**config.mk**
```make
export PLATFORM = sky130hd
export DESIGN_NAME = calendar_date_stepper_flat
export DESIGN_NICKNAME = d
export VERILOG_FILES = /design/src/rtl/cds_pkg.sv /design/src/rtl/cds_req_if.sv /design/src/rtl/cds_rsp_if.sv /design/src/rtl/cds_ctrl.sv /design/src/rtl/cds_dpath.sv /design/src/rtl/calendar_date_stepper.sv /design/src/flat_wrapper.sv
export VERILOG_INCLUDE_DIRS = /design/src /design/src/rtl
export SDC_FILE = /design/constraint.sdc
export NUM_CORES = 1
export LEC_CHECK = 0
export ABC_AREA = 1
export BUFFER_PORTS_ARGS = -buffer_cell sky130_fd_sc_hd__buf_2
export CAP_MARGIN = 10
export CORE_ASPECT_RATIO = 0.5
export CORE_MARGIN = 2
export CORE_UTILIZATION = 44
export CTS_BUF_LIST = sky130_fd_sc_hd__clkbuf_4
export DETAILED_ROUTE_END_ITERATION = 6
export PLACE_DENSITY = 0.7
export SYNTH_ARGS = -nofsm -noshare
export SYNTH_HDL_FRONTEND = slang
export SYNTH_HIERARCHICAL = 1
export SYNTH_SLANG_ARGS = --single-unit
export TNS_END_PERCENT = 1
```
**constraint.sdc**
```tcl
create_clock -name clk_i -period 7.1 [get_ports clk_i]
set_clock_uncertainty 0.15 [all_clocks]
set_input_delay 2.13 -clock clk_i [delete_from_list [all_inputs] [get_ports clk_i]]
set_output_delay 2.13 -clock clk_i [all_outputs]
set_load 0.01 [all_outputs]
```
**src/rtl/calendar_date_stepper_defines.svh**
```systemverilog
// Assertion macros shared by the calendar date stepper RTL.
`ifndef CALENDAR_DATE_STEPPER_DEFINES_SVH
`define CALENDAR_DATE_STEPPER_DEFINES_SVH

// Condition holds at every clock edge outside reset.
`define CDS_ASSERT_ALWAYS(lbl, cond, msg) \
  lbl: assert property (@(posedge clk_i) disable iff (!rst_ni) (cond)) else $error(msg);

// Consequent holds in the same cycle as the antecedent.
`define CDS_ASSERT_IMP(lbl, ante, cons, msg) \
  lbl: assert property (@(posedge clk_i) disable iff (!rst_ni) (ante) |-> (cons)) \
    else $error(msg);

// Consequent holds in the cycle after the antecedent.
`define CDS_ASSERT_NXT(lbl, ante, cons, msg) \
  lbl: assert property (@(posedge clk_i) disable iff (!rst_ni) (ante) |=> (cons)) \
    else $error(msg);

`endif

```
**src/rtl/cds_pkg.sv**
```systemverilog
// Types, constants and calendar helper functions for the calendar date stepper.
package cds_pkg;

  // Year limits and reset date
  localparam logic [13:0] YearMin   = 14'd1900;
  localparam logic [13:0] YearMax   = 14'd9999;
  localparam logic [4:0]  ResetDay  = 5'd1;
  localparam logic [3:0]  ResetMon  = 4'd1;
  localparam logic [6:0]  ResetYy   = 7'd0;
  localparam logic [6:0]  ResetCc   = 7'd19;

  // Largest accepted day count magnitude
  localparam int MaxDelta = 4096;

  // Divide by 100 through a reciprocal multiply (exact for 14-bit years)
  localparam int Div100Mul   = 5243;
  localparam int Div100Shift = 19;

  // Zeller sum offset: +5 for Monday = 0, +175 (a multiple of 7) to stay non-negative
  localparam logic [9:0] WdayBias = 10'd180;

  typedef enum logic {
    REQ_LOAD = 1'b0,
    REQ_ADD  = 1'b1
  } cds_req_e;

  typedef enum logic [2:0] {
    ST_IDLE,
    ST_LOAD_DIV,
    ST_LOAD_REM,
    ST_ADD_INIT,
    ST_WALK,
    ST_CHECK,
    ST_WDAY,
    ST_DONE
  } cds_state_e;

  // Controller to datapath
  typedef struct packed {
    logic capture;
    logic load_div;
    logic load_rem;
    logic add_init;
    logic walk;
    logic check;
    logic wday;
    logic out_load;
  } cds_cmd_t;

  // Datapath to controller
  typedef struct packed {
    logic walk_done;
    logic delta_bad;
  } cds_stat_t;

  // Leap rule on a year split into century and year of century
  function automatic logic is_leap(input logic [1:0] ylo, input logic [6:0] yy,
                                   input logic [6:0] cc);
    return (ylo == 2'd0) && ((yy != 7'd0) || (cc[1:0] == 2'd0));
  endfunction

  function automatic logic [4:0] month_len(input logic [3:0] m, input logic leap);
    logic [4:0] len;
    case (m)
      4'd2:                      len = leap ? 5'd29 : 5'd28;
      4'd4, 4'd6, 4'd9, 4'd11:   len = 5'd30;
      default:                   len = 5'd31;
    endcase
    return len;
  endfunction

  // floor(13 * (m' + 1) / 5) with January and February as months 13 and 14
  function automatic logic [5:0] zeller_mterm(input logic [3:0] m);
    logic [5:0] t;
    case (m)
      4'd1:    t = 6'd36;
      4'd2:    t = 6'd39;
      4'd3:    t = 6'd10;
      4'd4:    t = 6'd13;
      4'd5:    t = 6'd15;
      4'd6:    t = 6'd18;
      4'd7:    t = 6'd20;
      4'd8:    t = 6'd23;
      4'd9:    t = 6'd26;
      4'd10:   t = 6'd28;
      4'd11:   t = 6'd31;
      4'd12:   t = 6'd33;
      default: t = 6'd0;
    endcase
    return t;
  endfunction

  // Modulo 7 of a 9-bit value by folding octal digits (8 = 1 mod 7)
  function automatic logic [2:0] mod7(input logic [8:0] x);
    logic [4:0] s1;
    logic [3:0] s2;
    s1 = 5'(x[8:6]) + 5'(x[5:3]) + 5'(x[2:0]);
    s2 = 4'(s1[4:3]) + 4'(s1[2:0]);
    return (s2 >= 4'd7) ? 3'(s2 - 4'd7) : s2[2:0];
  endfunction

endpackage

```
**src/rtl/cds_req_if.sv**
```systemverilog
// Request channel: valid/ready handshake with load and add payload.
interface cds_req_if;
  logic               valid;
  logic               ready;
  logic               req_type;
  logic [4:0]         load_day;
  logic [3:0]         load_month;
  logic [13:0]        load_year;
  logic signed [13:0] day_delta;

  modport source (
    output valid, req_type, load_day, load_month, load_year, day_delta,
    input  ready
  );
  modport sink (
    input  valid, req_type, load_day, load_month, load_year, day_delta,
    output ready
  );
endinterface

```
**src/rtl/cds_rsp_if.sv**
```systemverilog
// Response channel: valid/ready handshake with status, date and weekday.
interface cds_rsp_if;
  logic        valid;
  logic        ready;
  logic        ok;
  logic [4:0]  out_day;
  logic [3:0]  out_month;
  logic [13:0] out_year;
  logic [2:0]  weekday;

  modport source (
    output valid, ok, out_day, out_month, out_year, weekday,
    input  ready
  );
  modport sink (
    input  valid, ok, out_day, out_month, out_year, weekday,
    output ready
  );
endinterface

```
**src/rtl/cds_ctrl.sv**
```systemverilog
// Controller state machine: sequences load, month walk, check and weekday steps.
`include "calendar_date_stepper_defines.svh"

module cds_ctrl (
  input  logic               clk_i,
  input  logic               rst_ni,
  input  logic               in_valid_i,
  input  logic               in_req_type_i,
  output logic               in_ready_o,
  output logic               out_valid_o,
  input  logic               out_ready_i,
  input  cds_pkg::cds_stat_t stat_i,
  output cds_pkg::cds_cmd_t  cmd_o
);
  import cds_pkg::*;

  cds_state_e state_q, state_d;
  logic       out_valid_q, out_valid_d;
  logic       out_free;

  assign out_free = !out_valid_q || out_ready_i;

  // Next state
  always_comb begin
    state_d = state_q;
    case (state_q)
      ST_IDLE: begin
        if (in_valid_i) begin
          case (cds_req_e'(in_req_type_i))
            REQ_LOAD: state_d = ST_LOAD_DIV;
            REQ_ADD:  state_d = ST_ADD_INIT;
            default:  state_d = ST_ADD_INIT;
          endcase
        end
      end
      ST_LOAD_DIV: state_d = ST_LOAD_REM;
      ST_LOAD_REM: state_d = ST_CHECK;
      ST_ADD_INIT: state_d = stat_i.delta_bad ? ST_WDAY : ST_WALK;
      ST_WALK:     state_d = stat_i.walk_done ? ST_CHECK : ST_WALK;
      ST_CHECK:    state_d = ST_WDAY;
      ST_WDAY:     state_d = ST_DONE;
      ST_DONE:     state_d = out_free ? ST_IDLE : ST_DONE;
      default:     state_d = ST_IDLE;
    endcase
  end

  // Outputs
  always_comb begin
    cmd_o      = '0;
    in_ready_o = 1'b0;
    case (state_q)
      ST_IDLE: begin
        in_ready_o    = 1'b1;
        cmd_o.capture = in_valid_i;
      end
      ST_LOAD_DIV: cmd_o.load_div = 1'b1;
      ST_LOAD_REM: cmd_o.load_rem = 1'b1;
      ST_ADD_INIT: cmd_o.add_init = 1'b1;
      ST_WALK:     cmd_o.walk     = 1'b1;
      ST_CHECK:    cmd_o.check    = 1'b1;
      ST_WDAY:     cmd_o.wday     = 1'b1;
      ST_DONE:     cmd_o.out_load = out_free;
      default:     cmd_o          = '0;
    endcase
  end

  // Response valid: set on load, cleared when the transaction completes
  always_comb begin
    out_valid_d = out_valid_q;
    if (out_valid_q && out_ready_i) begin
      out_valid_d = 1'b0;
    end
    if (cmd_o.out_load) begin
      out_valid_d = 1'b1;
    end
  end

  always_ff @(posedge clk_i or negedge rst_ni) begin
    if (!rst_ni) begin
      state_q     <= ST_IDLE;
      out_valid_q <= 1'b0;
    end else begin
      state_q     <= state_d;
      out_valid_q <= out_valid_d;
    end
  end

  assign out_valid_o = out_valid_q;

  `CDS_ASSERT_NXT(a_accept_branch, in_valid_i && (state_q == ST_IDLE), (state_q == ST_LOAD_DIV) || (state_q == ST_ADD_INIT), "accepted request did not start a load or add")
  `CDS_ASSERT_IMP(a_no_overwrite, cmd_o.out_load, !out_valid_q || out_ready_i, "pending response overwritten")
  `CDS_ASSERT_IMP(a_rsp_from_done, $rose(out_valid_q), $past(state_q) == ST_DONE, "response raised outside the done step")

endmodule

```
**src/rtl/cds_dpath.sv**
```systemverilog
// Datapath: date registers, year split, month walk, validity check, weekday.
`include "calendar_date_stepper_defines.svh"

module cds_dpath (
  input  logic               clk_i,
  input  logic               rst_ni,
  input  cds_pkg::cds_cmd_t  cmd_i,
  output cds_pkg::cds_stat_t stat_o,
  input  logic [4:0]         load_day_i,
  input  logic [3:0]         load_month_i,
  input  logic [13:0]        load_year_i,
  input  logic signed [13:0] day_delta_i,
  output logic               ok_o,
  output logic [4:0]         out_day_o,
  output logic [3:0]         out_month_o,
  output logic [13:0]        out_year_o,
  output logic [2:0]         weekday_o
);
  import cds_pkg::*;

  // Captured request
  logic [4:0]         ld_day_q;
  logic [3:0]         ld_mon_q;
  logic [13:0]        ld_yr_q;
  logic signed [13:0] delta_q;

  // Working date
  logic signed [14:0] wd_q;
  logic [3:0]         wm_q;
  logic [13:0]        wy_q;
  logic [6:0]         wyy_q, wcc_q;
  logic [7:0]         q100_q;

  // Held date
  logic [4:0]  cur_day_q;
  logic [3:0]  cur_mon_q;
  logic [13:0] cur_yr_q;
  logic [6:0]  cur_yy_q, cur_cc_q;

  logic        ok_q;
  logic [8:0]  wx_q;

  // Response register
  logic        rsp_ok_q;
  logic [4:0]  rsp_day_q;
  logic [3:0]  rsp_mon_q;
  logic [13:0] rsp_yr_q;
  logic [2:0]  rsp_wday_q;

  logic [26:0]        prod100;
  logic [13:0]        rem100;
  logic [4:0]         w_len, b_len;
  logic signed [14:0] w_len_s, b_len_s;
  logic [3:0]         f_m, b_m;
  logic [13:0]        f_y, b_y;
  logic [6:0]         f_yy, f_cc, b_yy, b_cc;
  logic               fwd_go, back_go, w_valid, delta_bad;
  logic signed [17:0] delta_ext;
  logic [6:0]         zk, zj;
  logic [9:0]         zsum;

  // Year split for a load: quotient by reciprocal, remainder by subtract
  assign prod100 = 27'(ld_yr_q) * 27'(Div100Mul);
  assign rem100  = ld_yr_q - 14'(q100_q) * 14'd100;

  // Length of the working month
  assign w_len   = month_len(wm_q, is_leap(wy_q[1:0], wyy_q, wcc_q));
  assign w_len_s = $signed({10'd0, w_len});

  // Next month forward
  always_comb begin
    f_m  = wm_q + 4'd1;
    f_y  = wy_q;
    f_yy = wyy_q;
    f_cc = wcc_q;
    if (wm_q == 4'd12) begin
      f_m = 4'd1;
      f_y = wy_q + 14'd1;
      if (wyy_q == 7'd99) begin
        f_yy = 7'd0;
        f_cc = wcc_q + 7'd1;
      end else begin
        f_yy = wyy_q + 7'd1;
      end
    end
  end

  // Previous month
  always_comb begin
    b_m  = wm_q - 4'd1;
    b_y  = wy_q;
    b_yy = wyy_q;
    b_cc = wcc_q;
    if (wm_q == 4'd1) begin
      b_m = 4'd12;
      b_y = wy_q - 14'd1;
      if (wyy_q == 7'd0) begin
        b_yy = 7'd99;
        b_cc = wcc_q - 7'd1;
      end else begin
        b_yy = wyy_q - 7'd1;
      end
    end
  end

  assign b_len   = month_len(b_m, is_leap(b_y[1:0], b_yy, b_cc));
  assign b_len_s = $signed({10'd0, b_len});

  // Walk conditions, one month per step
  assign fwd_go  = !delta_q[13] && (wd_q > w_len_s) && (wy_q <= YearMax);
  assign back_go = delta_q[13] && (wd_q <= 15'sd0) && (wy_q >= YearMin);

  assign delta_ext = $signed({{4{delta_q[13]}}, delta_q});
  assign delta_bad = (delta_ext > $signed(18'(MaxDelta))) ||
                     (delta_ext < -$signed(18'(MaxDelta)));

  assign w_valid = (wy_q >= YearMin) && (wy_q <= YearMax) &&
                   (wm_q >= 4'd1) && (wm_q <= 4'd12) &&
                   (wd_q >= 15'sd1) && (wd_q <= w_len_s);

  assign stat_o.walk_done = !(fwd_go || back_go);
  assign stat_o.delta_bad = delta_bad;

  // Zeller terms: January and February count in the previous year
  always_comb begin
    zk = cur_yy_q;
    zj = cur_cc_q;
    if (cur_mon_q < 4'd3) begin
      if (cur_yy_q == 7'd0) begin
        zk = 7'd99;
        zj = cur_cc_q - 7'd1;
      end else begin
        zk = cur_yy_q - 7'd1;
      end
    end
  end

  assign zsum = 10'(cur_day_q) + 10'(zeller_mterm(cur_mon_q)) + 10'(zk) +
                10'(zk[6:2]) + 10'(zj[6:2]) + WdayBias - 10'({zj, 1'b0});

  // Request capture and working registers
  always_ff @(posedge clk_i) begin
    if (cmd_i.capture) begin
      ld_day_q <= load_day_i;
      ld_mon_q <= load_month_i;
      ld_yr_q  <= load_year_i;
      delta_q  <= day_delta_i;
    end
    if (cmd_i.load_div) begin
      q100_q <= prod100[Div100Shift +: 8];
      wd_q   <= $signed({10'd0, ld_day_q});
      wm_q   <= ld_mon_q;
      wy_q   <= ld_yr_q;
    end
    if (cmd_i.load_rem) begin
      wyy_q <= rem100[6:0];
      wcc_q <= q100_q[6:0];
    end
    if (cmd_i.add_init) begin
      wd_q  <= $signed({10'd0, cur_day_q}) + $signed({delta_q[13], delta_q});
      wm_q  <= cur_mon_q;
      wy_q  <= cur_yr_q;
      wyy_q <= cur_yy_q;
      wcc_q <= cur_cc_q;
      ok_q  <= !delta_bad;
    end
    if (cmd_i.walk) begin
      if (fwd_go) begin
        wd_q  <= wd_q - w_len_s;
        wm_q  <= f_m;
        wy_q  <= f_y;
        wyy_q <= f_yy;
        wcc_q <= f_cc;
      end else if (back_go) begin
        wd_q  <= wd_q + b_len_s;
        wm_q  <= b_m;
        wy_q  <= b_y;
        wyy_q <= b_yy;
        wcc_q <= b_cc;
      end
    end
    if (cmd_i.check) begin
      ok_q <= w_valid;
    end
    if (cmd_i.wday) begin
      wx_q <= zsum[8:0];
    end
    if (cmd_i.out_load) begin
      rsp_ok_q   <= ok_q;
      rsp_day_q  <= cur_day_q;
      rsp_mon_q  <= cur_mon_q;
      rsp_yr_q   <= cur_yr_q;
      rsp_wday_q <= mod7(wx_q);
    end
  end

  // Held date, committed only when the checked date is valid
  always_ff @(posedge clk_i or negedge rst_ni) begin
    if (!rst_ni) begin
      cur_day_q <= ResetDay;
      cur_mon_q <= ResetMon;
      cur_yr_q  <= YearMin;
      cur_yy_q  <= ResetYy;
      cur_cc_q  <= ResetCc;
    end else if (cmd_i.check && w_valid) begin
      cur_day_q <= wd_q[4:0];
      cur_mon_q <= wm_q;
      cur_yr_q  <= wy_q;
      cur_yy_q  <= wyy_q;
      cur_cc_q  <= wcc_q;
    end
  end

  assign ok_o        = rsp_ok_q;
  assign out_day_o   = rsp_day_q;
  assign out_month_o = rsp_mon_q;
  assign out_year_o  = rsp_yr_q;
  assign weekday_o   = rsp_wday_q;

  `CDS_ASSERT_ALWAYS(a_year_range, (cur_yr_q >= YearMin) && (cur_yr_q <= YearMax), "held year out of range")
  `CDS_ASSERT_ALWAYS(a_year_split, cur_yr_q == 14'(cur_cc_q) * 14'd100 + 14'(cur_yy_q), "century split out of step with year")
  `CDS_ASSERT_ALWAYS(a_day_fits, (cur_day_q >= 5'd1) && (cur_day_q <= month_len(cur_mon_q, is_leap(cur_yr_q[1:0], cur_yy_q, cur_cc_q))), "held day beyond month length")

endmodule

```
**src/rtl/calendar_date_stepper.sv**
```systemverilog
// A load, once accepted, steps through LOAD_DIV, LOAD_REM, CHECK, WDAY and DONE; an add
// steps through ADD_INIT, WALK (one month boundary per cycle, up to about 135 in all),
// CHECK, WDAY and DONE; an add with an oversized delta skips the walk and the check.
// Only one transaction is in flight: a new request is taken once DONE has loaded the
// response register, and DONE waits while a pending response is not yet taken.
// Reset (rst_ni, asynchronous, active low) sets the date to 1 January 1900 and
// empties the response register.
module calendar_date_stepper (
  input  logic       clk_i,
  input  logic       rst_ni,
  cds_req_if.sink    req_i,
  cds_rsp_if.source  rsp_o
);
  import cds_pkg::*;

  cds_cmd_t  cmd;
  cds_stat_t stat;

  cds_ctrl u_ctrl (
    .clk_i         (clk_i),
    .rst_ni        (rst_ni),
    .in_valid_i    (req_i.valid),
    .in_req_type_i (req_i.req_type),
    .in_ready_o    (req_i.ready),
    .out_valid_o   (rsp_o.valid),
    .out_ready_i   (rsp_o.ready),
    .stat_i        (stat),
    .cmd_o         (cmd)
  );

  cds_dpath u_dpath (
    .clk_i        (clk_i),
    .rst_ni       (rst_ni),
    .cmd_i        (cmd),
    .stat_o       (stat),
    .load_day_i   (req_i.load_day),
    .load_month_i (req_i.load_month),
    .load_year_i  (req_i.load_year),
    .day_delta_i  (req_i.day_delta),
    .ok_o         (rsp_o.ok),
    .out_day_o    (rsp_o.out_day),
    .out_month_o  (rsp_o.out_month),
    .out_year_o   (rsp_o.out_year),
    .weekday_o    (rsp_o.weekday)
  );

endmodule

```
**src/flat_wrapper.sv**
```systemverilog
// flat-port wrapper written by rule: the top's interface ports become plain ports
module calendar_date_stepper_flat import cds_pkg::*;
  (clk_i, rst_ni, req_i_valid, req_i_req_type, req_i_load_day, req_i_load_month, req_i_load_year, req_i_day_delta, req_i_ready, rsp_o_valid, rsp_o_ok, rsp_o_out_day, rsp_o_out_month, rsp_o_out_year, rsp_o_weekday, rsp_o_ready);
  cds_req_if req_i_i ();
  cds_rsp_if rsp_o_i ();
  input  logic clk_i;
  input  logic rst_ni;
  input wire logic [$bits(req_i_i.valid)-1:0] req_i_valid;
  input wire logic [$bits(req_i_i.req_type)-1:0] req_i_req_type;
  input wire logic [$bits(req_i_i.load_day)-1:0] req_i_load_day;
  input wire logic [$bits(req_i_i.load_month)-1:0] req_i_load_month;
  input wire logic [$bits(req_i_i.load_year)-1:0] req_i_load_year;
  input wire logic [$bits(req_i_i.day_delta)-1:0] req_i_day_delta;
  output wire logic [$bits(req_i_i.ready)-1:0] req_i_ready;
  output wire logic [$bits(rsp_o_i.valid)-1:0] rsp_o_valid;
  output wire logic [$bits(rsp_o_i.ok)-1:0] rsp_o_ok;
  output wire logic [$bits(rsp_o_i.out_day)-1:0] rsp_o_out_day;
  output wire logic [$bits(rsp_o_i.out_month)-1:0] rsp_o_out_month;
  output wire logic [$bits(rsp_o_i.out_year)-1:0] rsp_o_out_year;
  output wire logic [$bits(rsp_o_i.weekday)-1:0] rsp_o_weekday;
  input wire logic [$bits(rsp_o_i.ready)-1:0] rsp_o_ready;
  assign req_i_i.valid = req_i_valid;
  assign req_i_i.req_type = req_i_req_type;
  assign req_i_i.load_day = req_i_load_day;
  assign req_i_i.load_month = req_i_load_month;
  assign req_i_i.load_year = req_i_load_year;
  assign req_i_i.day_delta = req_i_day_delta;
  assign req_i_ready = req_i_i.ready;
  assign rsp_o_valid = rsp_o_i.valid;
  assign rsp_o_ok = rsp_o_i.ok;
  assign rsp_o_out_day = rsp_o_i.out_day;
  assign rsp_o_out_month = rsp_o_i.out_month;
  assign rsp_o_out_year = rsp_o_i.out_year;
  assign rsp_o_weekday = rsp_o_i.weekday;
  assign rsp_o_i.ready = rsp_o_ready;
  calendar_date_stepper u_core (.clk_i(clk_i), .rst_ni(rst_ni), .req_i(req_i_i), .rsp_o(rsp_o_i));
endmodule
```
; ---- Word level (Yosys, flattened, before mapping)
; Memory sizes are Yosys's and may differ from the RTL's.
; Index checks and enable logic that the tools add are counted.
[op_classes]
n_addsub = 24
multipliers = 2
magnitude_cmp = 12
eq_ne = 25
n_mux = 65
n_bitwise = 1
reduce_logical = 37
[ops]
columns = operator, count
row1 = 2-to-1 mux 7 bit, 22
row2 = 2-to-1 mux 14 bit, 7
row3 = 2-to-1 mux 15 bit, 5
row4 = 2-to-1 mux 4 bit, 7
row5 = "subtractor 7 x 1 -> 7 bit, second input constant", 4
row6 = "multiplier 14 x 13 -> 27 bit, second input constant", 1
row7 = case mux 3 bit (8 select lines), 1
row8 = "== test 4 bit, second input constant", 5
row9 = "== test 4 x 3 -> 1 bit, second input constant", 4
row10 = 2-to-1 mux 1 bit, 16
row11 = adder 15 x 6 -> 15 bit, 1
row12 = adder 6 x 14 -> 15 bit, 1
row13 = "greater-or-equal comparator 15 x 2 -> 1 bit, second input constant", 1
row14 = > comparator 15 x 6 -> 1 bit, 1
row15 = "<= comparator 15 x 1 -> 1 bit, second input constant", 1
row16 = <= comparator 15 x 6 -> 1 bit, 1
row17 = subtractor 15 x 6 -> 15 bit, 1
row18 = "adder 14 x 1 -> 14 bit, second input constant", 1
row19 = "adder 7 x 1 -> 7 bit, second input constant", 2
row20 = "greater-or-equal comparator 14 x 11 -> 1 bit, second input constant", 1
row21 = "> comparator 14 bit, second input constant", 1
row22 = "<= comparator 14 bit, second input constant", 1
row23 = logical NOT 7 bit, 2
row24 = "< comparator 14 x 13 -> 1 bit, second input constant", 1
row25 = other kinds (43), 78
[word_totals]
regBits = 170
romBits = 96
input_bits = 42
output_inout_bits = 29
memories = 1
[memory_table]
columns = memory, words, width, rd, rd_ports_with_merged_regs, write_ports, line_no
row1 = (no name shown), 16, 6, 1, 0, 0, cds_pkg.sv:75  ; case (m)

; ---- Logic depth before layout (Yosys ltp)
[depth]
depth_word = 12
ltp_mapped = 28
ltp_nobuf = 28

; ---- Modules after synthesis
; Netlist, hierarchy kept.
[modules_own_cells]
columns = module, n_inst, cells_per_inst, area_each_um2, seq_area_each_um2
row1 = cds_dpath, 1, 1964, 15569.9, 4594.4
row2 = cds_ctrl, 1, 46, 280.3, 100.1

; ---- Worst setup path before layout
; No wires, ideal clock.
[synth_path]
path_type = register to register
startpoint = register u_core.u_dpath.cur_mon_q[3]
endpoint = register u_core.u_dpath.wx_q[7], data pin
setup_time_ps = 258
arrival_ps = 4363
slack_ps = 2330
stages_incl_launch_ff = 22
path_buffers = 1
path_cell_list = dfrtp_1 > clkbuf_1 > nor2_1 > inv_1 > nor2_2 > nand2_1 > nor3_1 > o21ai_0 > a21oi_1 > inv_1 > fa_1 > inv_1 > fa_1 > fa_1 > fa_1 > ha_1 > a21oi_1 > nand2_1 > nand2_1 > nand2_1 > a21oi_1 > xnor2_1
[synth_between]
elab_chain_len = 7
[synth_rtl]
columns = item, line_no
row1 = "start, declared", cds_dpath.sv:36  ; logic [3:0] cur_mon_q;
row2 = "start signal, assigned", cds_dpath.sv:201  ; cur_mon_q <= ResetMon;
row3 = "start signal, assigned", cds_dpath.sv:207  ; cur_mon_q <= wm_q;
row4 = memory (16 x 6 bit) or < comparator 4 x 2 -> 1 bit (tied branches), --
row5 = adder 5 x 6 -> 7 bit or 2-to-1 mux 7 bit (tied branches), "cds_dpath.sv:138, cds_dpath.sv:128"
row6 = adder 7 x 7 -> 8 bit, cds_dpath.sv:138  ; assign zsum = 10'(cur_day_q) + 10'(zeller_mterm(cur_mon_q)) + 10'(zk) +
row7 = adder 8 x 5 -> 9 bit, cds_dpath.sv:138
row8 = adder 9 x 5 -> 9 bit, cds_dpath.sv:139  ; 10'(zk[6:2]) + 10'(zj[6:2]) + WdayBias - 10'({zj, 1'b0});
row9 = adder 9 x 8 -> 9 bit, cds_dpath.sv:139
row10 = subtractor 9 x 8 -> 9 bit (*), cds_dpath.sv:139
row11 = via u_core.u_dpath.zsum[7], cds_dpath.sv:60  ; logic [9:0] zsum;
row12 = "end signal, assigned", cds_dpath.sv:186  ; wx_q <= zsum[8:0];
row13 = "end, declared", cds_dpath.sv:41  ; logic [8:0] wx_q;
; Mark *: on every way through the listed nets, which the timed path passes. The rest lies on a longest branch.
; A chain may end at the register's enable or synchronous reset.

; ---- Worst setup path in the final report
[layout_path]
startpoint = register u_core.u_dpath.cur_yy_q[0]
endpoint = register u_core.u_dpath.wx_q[7], data pin
[layout_between]
elab_chain_len = 8
[layout_rtl]
columns = item, line_no
row1 = "start, declared", cds_dpath.sv:38  ; logic [6:0] cur_yy_q, cur_cc_q;
row2 = "start signal, assigned", cds_dpath.sv:203  ; cur_yy_q <= ResetYy;
row3 = "start signal, assigned", cds_dpath.sv:209  ; cur_yy_q <= wyy_q;
row4 = subtractor 7 x 1 -> 7 bit or logical NOT 7 bit (tied branches), "cds_dpath.sv:133, cds_dpath.sv:129"
row5 = 2-to-1 mux 7 bit, cds_dpath.sv:129  ; if (cur_yy_q == 7'd0) begin
row6 = 2-to-1 mux 7 bit, cds_dpath.sv:128  ; if (cur_mon_q < 4'd3) begin
row7 = adder 7 x 7 -> 8 bit, cds_dpath.sv:138
row8 = adder 8 x 5 -> 9 bit, cds_dpath.sv:138
row9 = adder 9 x 5 -> 9 bit, cds_dpath.sv:139
row10 = adder 9 x 8 -> 9 bit, cds_dpath.sv:139
row11 = subtractor 9 x 8 -> 9 bit (*), cds_dpath.sv:139
row12 = via u_core.u_dpath.zsum[7], cds_dpath.sv:60
; Marked as above.

==> results.json <==
{
  "status": "finished, final reports clean",
  "final_core_util_pct": 47.3,
  "grt_pass1_vias": 12700,
  "cts_resized": 0,
  "drt_wl_total_um": 40700,
  "first_pass_iters": 6,
  "setup_viol": 0,
  "clock_path_buffers": 2,
  "cts_setup_buffers": 0,
  "vias": 13200,
  "worstSetupEndpoint": "u_core/u_dpath/wx_q[7]",
  "critPathKind": "reg2reg",
  "cts_hold_buf": 0,
  "critPathRequiredTime_ps": 7320,
  "finalSetupTns_ps": 0,
  "globalplace.congestion": 0.948,
  "r2r_setup_slack_ps": 1970,
  "cts_tree": "built",
  "syn_inst": 2010,
  "ant_nets": 0,
  "fmax_mhz": 195,
  "clkTransAtPathRegs_ps": 170,
  "period_share_pct": 72.2,
  "worstPathArrival_ps": 5350,
  "hold_viol_final": 0,
  "drive_gt1_share_pct": 8.54,
  "clock_latency_ps": 640,
  "async_reset_ff_share_pct": 24.3,
  "cts.sinks": 169,
  "drt_iter0_markers": 1165,
  "synthFlopType": "edfxtp_1",
  "antenna_found_initial": 1,
  "slowest_stage": "fa_1",
  "cts_root_buf": "clkbuf_4",
  "layout_min_cycle_time_ps": 5130,
  "dieWidth_um": 272,
  "rsz0062_at_grt": "no",
  "grt_max_degree": 49,
  "grt_first_pass_wirelength_um": 65700,
  "r2r_cells": 21,
  "hold_path.class": "reg2reg",
  "worstReg2RegStart": "u_core/u_dpath/cur_yy_q[0]",
  "path_cells": "inv_1 > ha_1 > nand2_1 > nor2_1 > nand2_1 > nor3_1 > nand3_1 > xor2_1 > inv_1 > fa_1 > inv_1 > fa_1 > fa_1 > fa_1 > ha_1 > a21oi_1 > nand2_1 > nand2_1 > nand2_1 > a21oi_1 > xnor2_1",
  "synth_fp_nets": 2297,
  "slew_violations": 0,
  "end_kind": "flop",
  "synth.cell_area_um2": 15900,
  "cts_buffers": 17,
  "initial_utilization_pct": 44.4,
  "yosys_warnings": 6,
  "numPortBuffers": 70,
  "dieArea_um2": 37600,
  "dp_hpwl_um": 31400,
  "synth_edf_count": 109,
  "cts_max_level": 4,
  "pin_count": 71,
  "max_stage_delay_ps": 510,
  "core_area_um2": 35700,
  "vias_per_cell": 5.20,
  "rr_endpoint": "u_core/u_dpath/wx_q[7]",
  "grt_usage_pct": 22.0,
  "ys_types": 53,
  "startpoint": "u_core/u_dpath/cur_yy_q[0]",
  "cp_common_cell": "nand2_1",
  "layout.nets": 2334,
  "cp-start-kind": "flop",
  "area_growth_syn_to_layout_pct": 6.38,
  "fp-row-count": 49,
  "tightest_slew_ps": 1190,
  "die_h_um": 138,
  "grt.overflow.total": 0,
  "slew_headroom_pct": 20.5,
  "drcViolationCount": 0,
  "drv_cap": 0,
  "critPathMaxFanout": 10,
  "syn_avg_cell_area_um2": 7.89,
  "wire_per_inst_um": 16.0,
  "yosysSeqAreaShare_pct": 29.6,
  "synth.ff_latch_count": 169
}
==> layer usage <==
metal  global-route usage [%]  up-vias  wire length, µm
li1                         -     6524                -
met1                     30.5     6261            18300
met2                     35.1      408            18800
met3                     4.53       41             2930
met4                     5.55        0              736
met5                        0        -                0
==> Yosys cell counts (all sizes together) (2+ instances only) <==
cell type	instances	share of area, %
a21o	7	0.33
a21oi	93	2.9
a22oi	6	0.28
a31oi	6	0.24
buf	37	1.4
clkbuf	23	0.54
clkinv	2	0.047
dfrtp	29	4.6
dfstp	12	2.0
dfxtp	19	2.4
edfxtp	109	21
fa	89	11
ha	156	12
inv	348	8.2
mux2i	3	0.19
nand2	446	11
nand3	107	3.6
nand3b	2	0.095
nand4	20	0.79
nor2	204	5.3
nor3	31	0.98
nor4	7	0.28
o211ai	12	0.66
o21ai	123	3.9
o21bai	11	0.66
o221ai	2	0.11
o22ai	7	0.32
o31ai	2	0.095
or2	8	0.32
xnor2	11	0.61
xor2	72	4.0
==> flip-flops by register name, indices dropped and copies added, names as in the netlist, 5 cells and up <==
register and cells:
u_core/u_dpath/wy_q 14, u_core/u_dpath/out_year_o 14, u_core/u_dpath/q100_q 7, u_core/u_dpath/wcc_q 7
u_core/u_dpath/delta_q 14, u_core/u_dpath/cur_yy_q 7, u_core/u_dpath/wx_q 9, u_core/u_dpath/cur_day_q 5
u_core/u_dpath/wd_q 15, u_core/u_dpath/cur_cc_q 7, u_core/u_dpath/ld_day_q 5, u_core/u_dpath/ld_yr_q 14
u_core/u_dpath/out_day_o 5, u_core/u_dpath/cur_yr_q 14, u_core/u_dpath/wyy_q 7
==> per-stage QoR <==
step / instances / hold WS (ps) / instance area [µm²] / setup WS (ps)
finish: 2545 / 309 / 16900 / 1970
global route: 2545 / 330 / 16900 / 1630
CTS: 2544 / 318 / 16900 / 1980
detailed placement: 2512 / 280 / 16600 / 2030
global placement: 2512 / 273 / 16600 / 2130
floorplan: 2010 / 250 / 15900 / 2330
==> layout make-up <==
cell class                 instances  area (µm²)
timing repair buffer              78         410
clock buffer                      17         128
multi-input combinational       1431        9570
antenna                            1        2.50
tap                              484         606
clock inverter                    15         140
inverter                         350        1310
sequential                       169        4690
fill                            3528       18800
==> worst min-delay path by stage <==
stage                          end                start  slack, ps  depth (start not counted)
2_1_floorplan  u_core/u_dpath/ok_o  u_core/u_dpath/ok_q        250                          0
4_1_cts        u_core/u_dpath/ok_o  u_core/u_dpath/ok_q        320                          0
5_1_grt        u_core/u_dpath/ok_o  u_core/u_dpath/ok_q        330                          0
3_5_place_dp   u_core/u_dpath/ok_o  u_core/u_dpath/ok_q        280                          0
3_3_place_gp   u_core/u_dpath/ok_o  u_core/u_dpath/ok_q        270                          0
6_report       u_core/u_dpath/ok_o  u_core/u_dpath/ok_q        310                          0
==> cell usage in the layout (no fill, tap or decap), types with 19 or more instances in the layout <==
master,instances
fa_1,89
nand2_1,441
ha_1,156
buf_2,70
nor3_1,29
a21oi_1,92
xor2_1,72
edfxtp_1,109
nor2_1,187
dfrtp_1,29
nand3_1,103
inv_1,341
nand4_1,20
o21ai_0,97
o21ai_1,25
dfxtp_1,19
==> cells by family after synthesis <==
kind of cell	after synthesis	share of synthesized area (%)
AND/OR/NAND/NOR	826	22.0
XOR/XNOR	83	4.59
multiplexers	4	0.261
buffers and inverters	410	10.3
flip-flops	169	29.6
AO/OA/AOI/OAI	273	9.74
adder cells (fa/ha/maj)	245	23.6
==> worst max-delay path, delay by kind of cell (launching register included) <==
family	cells	cell delay, ps
fa+ha+maj	6	2500
simple gates	8	900
flops	1	410
buf+inv	3	310
compound gates	2	300
xor+xnor	2	290
Power is left out: the tool's default activity adds up to more than one toggle a clock period on the data nets, which glitch-free logic cannot reach.
